<file path="config.mk">
export PLATFORM = sky130hd
export DESIGN_NAME = debounced_key_dimmer_level_control
export DESIGN_NICKNAME = d
export VERILOG_FILES = /design/src/hw/rtl/dkdlc_pkg.sv /design/src/hw/rtl/debounced_key_dimmer_level_control.sv /design/src/hw/rtl/dkdlc_cfg.sv /design/src/hw/rtl/dkdlc_core.sv
export SDC_FILE = /design/constraint.sdc
export NUM_CORES = 1
export LEC_CHECK = 0
export ABC_AREA = 1
export BUFFER_PORTS_ARGS = -buffer_cell sky130_fd_sc_hd__clkbuf_2
export CELL_PAD_IN_SITES_DETAIL_PLACEMENT = 1
export CELL_PAD_IN_SITES_GLOBAL_PLACEMENT = 1
export CORE_ASPECT_RATIO = 1.25
export CORE_MARGIN = 10
export CORE_UTILIZATION = 32
export CTS_CLUSTER_SIZE = 16
export DETAILED_ROUTE_END_ITERATION = 7
export GPL_TIMING_DRIVEN = 1
export PLACE_DENSITY = 0.62
export SYNTH_ARGS = -nofsm -noshare
export SYNTH_HDL_FRONTEND = slang
export SYNTH_SLANG_ARGS = --single-unit
</file>
<file path="constraint.sdc">
create_clock -name clk -period 4.1 [get_ports clk]
set_input_delay 0 -clock clk [delete_from_list [all_inputs] [get_ports clk]]
set_output_delay 0 -clock clk [all_outputs]
set_load 0.01 [all_outputs]
</file>
<file path="src/hw/rtl/dkdlc_pkg.sv">
`timescale 1ns / 1ps
// ----------------------------------------------------------------------------
// dkdlc_pkg
// Types, register indexes and reset constants for the debounced key dimmer
// level control.
// ----------------------------------------------------------------------------
package dkdlc_pkg;

  localparam int unsigned CfgDataW = 8;
  localparam int unsigned CfgIdxW  = 3;
  localparam int unsigned LevelW   = 8;
  localparam int unsigned StepW    = 6;
  localparam int unsigned BtnW     = 4;
  localparam int unsigned ChanW    = 2;

  typedef enum logic [CfgIdxW-1:0] {
    CFG_ACCEPT_COUNT = 3'd0,
    CFG_FIRST_REPEAT = 3'd1,
    CFG_FAST_REPEAT  = 3'd2,
    CFG_LEVEL_STEP   = 3'd3,
    CFG_MAX_LEVEL    = 3'd4
  } cfg_idx_t;

  localparam logic REQ_SCAN = 1'b0;
  localparam logic REQ_LOAD = 1'b1;

  localparam logic [ChanW-1:0] CHAN_ONE = 2'd1;
  localparam logic [ChanW-1:0] CHAN_TWO = 2'd2;

  localparam logic [7:0]       RST_ACCEPT_COUNT = 8'd5;
  localparam logic [7:0]       RST_FIRST_REPEAT = 8'd50;
  localparam logic [7:0]       RST_FAST_REPEAT  = 8'd10;
  localparam logic [StepW-1:0] RST_LEVEL_STEP   = 6'd5;
  localparam logic [7:0]       RST_MAX_LEVEL    = 8'd250;

  typedef struct packed {
    logic [7:0]        accept_count;
    logic [7:0]        first_repeat_limit;
    logic [7:0]        fast_repeat_limit;
    logic [StepW-1:0]  level_step;
    logic [LevelW-1:0] max_level;
  } dkdlc_cfg_t;

  typedef struct packed {
    logic              req_type;
    logic [BtnW-1:0]   buttons_n;
    logic              load_channel;
    logic [LevelW-1:0] load_value;
  } dkdlc_in_t;

  typedef struct packed {
    logic [LevelW-1:0] duty_a;
    logic [LevelW-1:0] duty_b;
    logic [ChanW-1:0]  selected_channel;
    logic [BtnW-1:0]   key_event;
    logic              save_request;
    logic              save_address;
    logic [LevelW-1:0] save_value;
  } dkdlc_out_t;

endpackage

</file>
<file path="src/hw/rtl/debounced_key_dimmer_level_control.sv">
`timescale 1ns / 1ps
// ----------------------------------------------------------------------------
// debounced_key_dimmer_level_control
// Debounced four-button dimmer control with auto-repeat for two PWM channels.
//
//   channel | ports                        | moves
//   --------+------------------------------+---------------------------------
//   in      | in_valid, in_stall, in_data  | scan tick or level load request
//   out     | out_valid, out_stall, out_data | levels, key event, save request
//   cfg     | cfg_we, cfg_idx, cfg_wdata   | register write, no read-back
//
// A request is held in the input register, then its result lands in the
// output register, which drives out_valid and out_data; one request per
// cycle is sustained while out_stall is low.
// The output register holds a result while out_stall is high; in_stall rises
// only when both registers are occupied and the output is stalled.
// rst_n is synchronous; it clears valids and state, registers take defaults.
// ----------------------------------------------------------------------------
module debounced_key_dimmer_level_control
  import dkdlc_pkg::*;
(
  input  logic                clk,
  input  logic                rst_n,
  input  logic                in_valid,
  output logic                in_stall,
  input  dkdlc_in_t           in_data,
  output logic                out_valid,
  input  logic                out_stall,
  output dkdlc_out_t          out_data,
  input  logic                cfg_we,
  input  logic [CfgIdxW-1:0]  cfg_idx,
  input  logic [CfgDataW-1:0] cfg_wdata
);

  dkdlc_cfg_t cfg;
  dkdlc_in_t  in_data_r;
  logic       in_vld_r;
  dkdlc_out_t res;
  dkdlc_out_t out_data_r;
  logic       out_vld_r;
  logic       advance;
  logic       fire;
  logic       in_acc;

  assign advance  = !out_vld_r || !out_stall;
  assign fire     = in_vld_r && advance;
  assign in_stall = in_vld_r && !advance;
  assign in_acc   = in_valid && !in_stall;

  dkdlc_cfg u_cfg (
    .clk       (clk),
    .rst_n     (rst_n),
    .cfg_we    (cfg_we),
    .cfg_idx   (cfg_idx),
    .cfg_wdata (cfg_wdata),
    .cfg       (cfg)
  );

  dkdlc_core u_core (
    .clk   (clk),
    .rst_n (rst_n),
    .fire  (fire),
    .req   (in_data_r),
    .cfg   (cfg),
    .res   (res)
  );

  always_ff @(posedge clk) begin
    if (!rst_n) begin
      in_vld_r <= 1'b0;
    end else if (advance || !in_vld_r) begin
      in_vld_r <= in_acc;
    end
  end

  always_ff @(posedge clk) begin
    if (in_acc) begin
      in_data_r <= in_data;
    end
  end

  always_ff @(posedge clk) begin
    if (!rst_n) begin
      out_vld_r <= 1'b0;
    end else if (advance) begin
      out_vld_r <= in_vld_r;
    end
  end

  always_ff @(posedge clk) begin
    if (fire) begin
      out_data_r <= res;
    end
  end

  assign out_valid = out_vld_r;
  assign out_data  = out_data_r;

endmodule

</file>
<file path="src/hw/rtl/dkdlc_cfg.sv">
`timescale 1ns / 1ps
// ----------------------------------------------------------------------------
// dkdlc_cfg
// Configuration register file: debounce counts, step size and level ceiling.
// ----------------------------------------------------------------------------
module dkdlc_cfg
  import dkdlc_pkg::*;
(
  input  logic                clk,
  input  logic                rst_n,
  input  logic                cfg_we,
  input  logic [CfgIdxW-1:0]  cfg_idx,
  input  logic [CfgDataW-1:0] cfg_wdata,
  output dkdlc_cfg_t          cfg
);

  dkdlc_cfg_t cfg_r;
  dkdlc_cfg_t cfg_nxt;

  always_comb begin
    cfg_nxt = cfg_r;
    if (cfg_we) begin
      unique case (cfg_idx)
        CFG_ACCEPT_COUNT: cfg_nxt.accept_count       = cfg_wdata;
        CFG_FIRST_REPEAT: cfg_nxt.first_repeat_limit = cfg_wdata;
        CFG_FAST_REPEAT:  cfg_nxt.fast_repeat_limit  = cfg_wdata;
        CFG_LEVEL_STEP:   cfg_nxt.level_step         = cfg_wdata[StepW-1:0];
        CFG_MAX_LEVEL:    cfg_nxt.max_level          = cfg_wdata;
        default:          cfg_nxt = cfg_r;
      endcase
    end
  end

  always_ff @(posedge clk) begin
    if (!rst_n) begin
      cfg_r.accept_count       <= RST_ACCEPT_COUNT;
      cfg_r.first_repeat_limit <= RST_FIRST_REPEAT;
      cfg_r.fast_repeat_limit  <= RST_FAST_REPEAT;
      cfg_r.level_step         <= RST_LEVEL_STEP;
      cfg_r.max_level          <= RST_MAX_LEVEL;
    end else begin
      cfg_r <= cfg_nxt;
    end
  end

  assign cfg = cfg_r;

endmodule

</file>
<file path="src/hw/rtl/dkdlc_core.sv">
`timescale 1ns / 1ps
// ----------------------------------------------------------------------------
// dkdlc_core
// Press counter, auto-repeat limit, channel levels and selection; computes
// the result of one request and commits the state when it fires.
// ----------------------------------------------------------------------------
module dkdlc_core
  import dkdlc_pkg::*;
(
  input  logic       clk,
  input  logic       rst_n,
  input  logic       fire,
  input  dkdlc_in_t  req,
  input  dkdlc_cfg_t cfg,
  output dkdlc_out_t res
);

  logic [7:0]        press_cnt_r,  press_cnt_nxt;
  logic [7:0]        rpt_limit_r,  rpt_limit_nxt;
  logic [LevelW-1:0] level_a_r,    level_a_nxt;
  logic [LevelW-1:0] level_b_r,    level_b_nxt;
  logic [ChanW-1:0]  chan_r,       chan_nxt;
  logic              dirty_r,      dirty_nxt;

  logic [BtnW-1:0]   pressed;
  logic [7:0]        cnt_inc;
  logic [BtnW-1:0]   key;
  logic              sel_b;
  logic [LevelW-1:0] sel_lvl;
  logic [LevelW-1:0] new_lvl;
  logic              lvl_wr;
  logic [LevelW:0]   up_sum;
  logic [LevelW-1:0] load_lvl;

  always_comb begin
    pressed  = ~req.buttons_n;
    cnt_inc  = press_cnt_r + 8'd1;
    sel_b    = (chan_r == CHAN_TWO);
    sel_lvl  = sel_b ? level_b_r : level_a_r;
    up_sum   = {1'b0, sel_lvl} + {{(LevelW+1-StepW){1'b0}}, cfg.level_step};
    load_lvl = (req.load_value > cfg.max_level) ? cfg.max_level : req.load_value;

    press_cnt_nxt = press_cnt_r;
    rpt_limit_nxt = rpt_limit_r;
    level_a_nxt   = level_a_r;
    level_b_nxt   = level_b_r;
    chan_nxt      = chan_r;
    dirty_nxt     = dirty_r;
    key           = '0;
    new_lvl       = sel_lvl;
    lvl_wr        = 1'b0;

    res.save_request = 1'b0;
    res.save_address = 1'b0;
    res.save_value   = '0;

    if (req.req_type == REQ_LOAD) begin
      if (req.load_channel) level_b_nxt = load_lvl;
      else                  level_a_nxt = load_lvl;
    end else if (pressed != '0) begin
      press_cnt_nxt = cnt_inc;
      if (cnt_inc == cfg.accept_count) key = pressed;
      if (cnt_inc == rpt_limit_r) begin
        press_cnt_nxt = '0;
        rpt_limit_nxt = cfg.fast_repeat_limit;
      end
      // key priority: down, up, right, left
      if (key[0]) begin
        if (sel_lvl >= {{(LevelW-StepW){1'b0}}, cfg.level_step}) begin
          new_lvl   = sel_lvl - {{(LevelW-StepW){1'b0}}, cfg.level_step};
          lvl_wr    = 1'b1;
          dirty_nxt = 1'b1;
        end
      end else if (key[1]) begin
        if (up_sum <= {1'b0, cfg.max_level}) begin
          new_lvl   = up_sum[LevelW-1:0];
          lvl_wr    = 1'b1;
          dirty_nxt = 1'b1;
        end
      end else if (key[2]) begin
        chan_nxt = CHAN_TWO;
      end else if (key[3]) begin
        chan_nxt = CHAN_ONE;
      end
      if (lvl_wr) begin
        if (sel_b) level_b_nxt = new_lvl;
        else       level_a_nxt = new_lvl;
      end
    end else begin
      if (dirty_r) begin
        res.save_request = 1'b1;
        res.save_address = sel_b;
        res.save_value   = sel_lvl;
        dirty_nxt        = 1'b0;
      end
      rpt_limit_nxt = cfg.first_repeat_limit;
      press_cnt_nxt = '0;
    end

    res.duty_a           = level_a_nxt;
    res.duty_b           = level_b_nxt;
    res.selected_channel = chan_nxt;
    res.key_event        = key;
  end

  always_ff @(posedge clk) begin
    if (!rst_n) begin
      press_cnt_r <= '0;
      rpt_limit_r <= RST_FIRST_REPEAT;
      level_a_r   <= '0;
      level_b_r   <= '0;
      chan_r      <= CHAN_ONE;
      dirty_r     <= 1'b0;
    end else if (fire) begin
      press_cnt_r <= press_cnt_nxt;
      rpt_limit_r <= rpt_limit_nxt;
      level_a_r   <= level_a_nxt;
      level_b_r   <= level_b_nxt;
      chan_r      <= chan_nxt;
      dirty_r     <= dirty_nxt;
    end
  end

endmodule

</file>
## Yosys cells after proc, flatten, opt, wreduce, memory -nomap -nowiden

Cells that the tools add are included.

| operators by class | value |
|---|---|
| $lt $le $gt $ge | 3 |
| reductions and logical operators | 23 |
| bitwise operators | 4 |
| muxes and demuxes | 41 |
| $add $sub $neg | 3 |
| equal/unequal tests | 11 |

Operators by type and width:

| kind | count |
|---|---|
| $mux W8 | 20 |
| $eq A8 B8 Y1 | 2 |
| $mux W2 | 6 |
| $mux W4 | 3 |
| $reduce_and A2 Y1 | 6 |
| $mux W1 | 11 |
| $mux W10 | 1 |
| $add A8 B6 Y9 | 1 |
| $le A9 B8 Y1 | 1 |
| $ne A3 B3 Y1 const B | 3 |
| $add A8 B1 Y8 const B | 1 |
| $ge A8 B6 Y1 | 1 |
| $gt A8 B8 Y1 | 1 |
| $sub A8 B6 Y8 | 1 |
| $eq A3 B2 Y1 const B | 2 |
| $logic_not A1 Y1 | 5 |
| $reduce_and A5 Y1 | 1 |
| $not A4 Y4 | 1 |
| $reduce_bool A4 Y1 | 1 |
| $reduce_or A2 Y1 | 2 |
| $eq A3 B1 Y1 const B | 1 |
| $eq A3 B3 Y1 const B | 1 |
| $logic_and A1 B1 Y1 | 3 |
| $logic_not A3 Y1 | 1 |
| other kinds (6) | 9 |

| storage, ports and cells | value |
|---|---|
| output and inout port bits | 34 |
| bits in registers | 121 |
| input port bits | 30 |

## Logic depth before layout (Yosys ltp)

| logic depth | value |
|---|---|
| depth after elaboration | 12 |
| mapped depth | 33 |
| gate-level depth less buffers | 31 |

## Modules after synthesis

From an unflattened synthesis, not the netlist that was laid out.

| unflattened totals | value |
|---|---|
| cells, all modules | 961 |
| area total of the unflattened synthesis | 7123.1 um2 |

Modules (own cells, without submodules):

| module | cells each | times used | seq. area each (um2) | area an instance (um2) |
|---|---|---|---|---|
| dkdlc_core | 687 | 1 | 700.7 | 4100.2 |
| dkdlc_cfg | 215 | 1 | 760.7 | 1546.5 |
| debounced_key_dimmer_level_control | 59 | 1 | 1421.4 | 1476.4 |

## Worst setup path before layout

OpenSTA, ideal clock, no wires.

| timing | value |
|---|---|
| path kind | register to register |
| start | reg u_core.chan_r[0] |
| end | reg out_data_r (netlist bit out_data[30]) (data pin) |
| period minus slack after synthesis | 3.828 ns |
| stages on the path, launching flop included | 28 |
| path slack | 0.272 ns |
| library setup time | 0.259 ns |
| buffers on the path | 2 |
| arrival | 3.569 ns |
| cell sequence | dfxtp_1 > inv_2 > nand2_1 > buf_2 > buf_2 > o21ai_0 > ha_1 > fa_1 > a31oi_1 > xor2_1 > inv_1 > ha_1 > nand2_1 > inv_1 > nand2_1 > nand3_1 > nand2_1 > nand2_1 > nand2_1 > nand2_1 > a21oi_4 > nand3_4 > nand2_4 > nand3_4 > inv_4 > nand3_1 > nand2_1 > nand2_1 |

RTL lines:

| what | line | RTL |
|---|---|---|
| from (decl) | dkdlc_core.sv:22 | `logic [ChanW-1:0] chan_r, chan_nxt;` |
| from (signal assigned) | dkdlc_core.sv:119 | `chan_r <= chan_nxt;` |
| to (signal assigned) | debounced_key_dimmer_level_control.sv:92 | `out_data_r <= res;` |
| to (decl) | debounced_key_dimmer_level_control.sv:39 | `dkdlc_out_t out_data_r;` |

==> results.py <==
metrics = {
    "clocking": {
        "clk_pin_slew_ps": 70,
        "clock_sinks": 121,
        "cts_buffers": 17,
        "cts_tree": "yes",
        "clk_latency_ps": 430,
        "cts_max_level": 4,
        "ctsRootBufferMaster": "clkbuf_16",
        "max-clock-path-buffers": 2,
    },
    "synth": {
        "ys_ff_latch": 121,
        "async_flop_share_pct": 0,
        "syn_inst": 919,
        "synth_top_family_by_area": "simple AND/OR/NAND/NOR gates",
        "ys_types": 41,
        "yosys_warnings": 0,
        "synth_compound_area_share_pct": 13.41,
        "synthTopCellsByArea": "dfxtp_1 (22%), edfxtp_1 (20%), nand2_1 (13%), inv_1 (6.3%), nand3_1 (5.6%)",
        "synth-simple-area-share_pct": 27.72,
        "synth_top_area_cell": "dfxtp_1",
        "syn_area_sq_mm": 0.006907,
        "synthAdderAreaFrac_pct": 6.014,
        "avgSynthCellArea_sq_um": 7.515,
        "synth-edff-count": 46,
        "synth-xor-area-share_pct": 2.264,
        "synth_top_area_share_pct": 21.74,
        "synth_nets": 981,
        "seq_area_frac_synth_pct": 41.74,
        "synthMuxAreaShare_pct": 0,
        "synth_flop_cell": "dfxtp_1",
    },
    "routing": {
        "wl_per_cell_um": 17.63,
        "drc": 0,
        "vias": 6441,
        "drt_iter0_markers": 351,
        "drtPass1Iterations": 4,
        "totalWireLength_um": 23270,
        "viasPerCell": 4.880,
        "postRouteAntennaNets": 0,
    },
    "power_and_ir_drop": {
        "peakVddDrop_uv": 295.7,
        "p_leak_uw": 0.003968,
        "powerDensity_mw_per_mm2": 395.5,
    },
    "critical_path": {
        "critPathLaunchType": "flip-flop",
        "worstSetupPathType": "reg2reg",
        "end_kind": "flip-flop",
        "cp_slowest_stage_delay_ps": 430,
        "worst_ep_arrival_time_ps": 3970,
        "cp_slowest_cell": "fa_1",
        "crit_buf_inv": 3,
        "crit_path_max_fanout": 8,
        "crit_family": "simple AND/OR/NAND/NOR gates",
        "worst_path_most_repeated_cell": "nand2_1",
        "worstPathRequired_ps": 4280,
    },
    "placement": {
        "placed_cell_area_sq_mm": 0.007657,
        "post-dp-hpwl_um": 17580,
        "finalWeightedCongestion": 0.8811,
        "port_buffers": 63,
    },
    "floorplanning": {
        "num_rows": 60,
        "die_w_um": 151.4,
        "ios": 64,
        "coreArea_sq_mm": 0.02140,
        "start_util_pct": 32.28,
        "dieArea_sq_mm": 0.02790,
        "dieHeight_um": 184.3,
    },
    "final_layout": {
        "fill_cells": 2676,
        "area_growth_pct": 24.11,
        "final_common_cell": "nand2_1",
        "nets": 1090,
        "utilization_pct": 40.06,
        "antenna_cells": 0,
        "final_area_sq_mm": 0.008572,
        "drive_gt1_share_pct": 16.14,
        "mostFrequentLayoutCells": "nand2_1 (230), inv_1 (112), nor2_1 (79)",
    },
    "global_route": {
        "grt_pass1_wl_um": 36680,
        "antenna_found_initial": 0,
        "overflow": 0,
        "grt_start_max_net_pins": 51,
        "gr-usage-all-layers_pct": 17.07,
        "grt_pass1_vias": 6599,
    },
    "sta": {
        "fin_crit_ps": 3794,
        "fmax_mhz": 263.5,
        "hold_viol_final": 0,
        "fin_worst_skew_ps": 13.66,
        "worst_slew_pin_slew_ps": 958.2,
        "period_share_pct": 92.55,
        "slew_headroom_pct": 36.12,
        "setup_violations": 0,
        "drv_slew": 0,
        "tns_ps": 0,
    },
    "job": {
        "max-cap-violations": 0,
    },
    "status": {
        "status": "complete, no violations",
    },
    "min_path": {
        "hold_path_class": "in2reg",
    },
}
## cell usage after synthesis (all sizes together) (6+ instances only)
master / count
a21oi: 68
a31oi: 8
buf: 12
clkbuf: 17
dfxtp: 75
edfxtp: 46
ha: 30
inv: 124
nand2: 238
nand3: 81
nand4: 14
nor2: 87
nor3: 8
o211ai: 30
o21ai: 47
xnor2: 6
xor2: 11
## worst reg2reg max path, stage by stage, from the launching register on
cell and delay, ps:
dfxtp_2 330, inv_2 40, nand2_2 90, nand2_1 70, o21ai_1 130, ha_2 240, fa_1 430, a31oi_2 210
xor2_2 170, inv_2 80, ha_1 290, nand2_1 80, nor2_2 110, nand2_1 60, nand3_1 60, nand2_1 50
nand2_1 50, nand2_1 40, nand2_1 110, a21oi_4 80, buf_4 160, nand3_1 80, nand2_1 120, nand2_1 150
nand3_1 110, nand2_1 120, nand2_1 70
## through the flow
| stage | hold slack [ps] | total power [uW] | worst slack [ps] | std cells |
|---|---|---|---|---|
| final | 0.08210 | 3390 | 305.6 | 1320 |
| after global routing | 39.20 | 3545 | -4.559 | 1320 |
| after CTS | 2.540 | 3424 | 44.18 | 1319 |
| after detailed placement | 179.2 | 1876 | 14.69 | 1259 |
| after global placement | 178.2 | 1870 | 27.99 | 1259 |
| after floorplan | 98.87 | 1680 | 272.0 | 919 |
## where the power goes
group | switching, uW | total, uW | internal, uW
combinational | 345 | 530 | 185
clock | 656 | 1510 | 858
sequential | 36.2 | 1350 | 1310
## cells by family after synthesis
logic type	count (synthesis)
XOR/XNOR	17
flip-flops	121
AO/OA/AOI/OAI	161
adder cells (fa/ha/maj)	32
buffers and inverters	156
AND/OR/NAND/NOR	432
## sequential cells by signal, indices dropped and copies added, names as in the netlist
signal,flops
out_data,32
u_core.dirty_r,1
u_core.level_a_r,8
u_cfg.cfg,38
u_core.press_cnt_r,8
in_data_r,14
out_valid,1
u_core.level_b_r,8
u_core.chan_r,2
u_core.rpt_limit_r,8
in_vld_r,1
## final cells by class
| class | count | area [sq um] | share of cell area (%) |
|---|---|---|---|
| Tap cell | 279 | 349.1 | 4.072 |
| Clock buffer | 17 | 425.4 | 4.963 |
| Multi-Input combinational cell | 642 | 3467 | 40.45 |
| Inverter | 127 | 481.7 | 5.620 |
| Sequential cell | 121 | 2884 | 33.64 |
| Timing Repair Buffer | 119 | 809.5 | 9.444 |
| Clock inverter | 15 | 155.1 | 1.810 |
## per-layer routing
metal	global-route usage (%)	part of all wire [%]	vias to the layer above
met4	6.363	2.3	0
met1	19.83	43	3050
li1	-	-	3261
met3	2.626	3.0	30
met5	0	0	-
met2	30.56	52	100
## timing repair
item | CTS | global route
buffers inserted | 0 | 1
hold endpoints to repair | 48 | 0
pin swaps | 0 | 2
endpoints found under the setup margin | 1 | 33
hold buffers | 28 | 0
gates resized for setup | 1 | 18
## worst paths after layout
| check | start | end | slack [ps] | depth (start not counted) |
|---|---|---|---|---|
| hold reg to reg | u_cfg.cfg[17] | u_cfg.cfg[17] | 470 | 2 |
| setup / recovery | u_core.chan_r[0] | out_data[16] | 310 | 26 |
| setup reg to reg | u_core.chan_r[0] | out_data[16] | 310 | 26 |
| hold / removal | cfg_idx[0] | u_cfg.cfg[14] | 0.08 | 4 |
(Power assumes the default switching activity.)
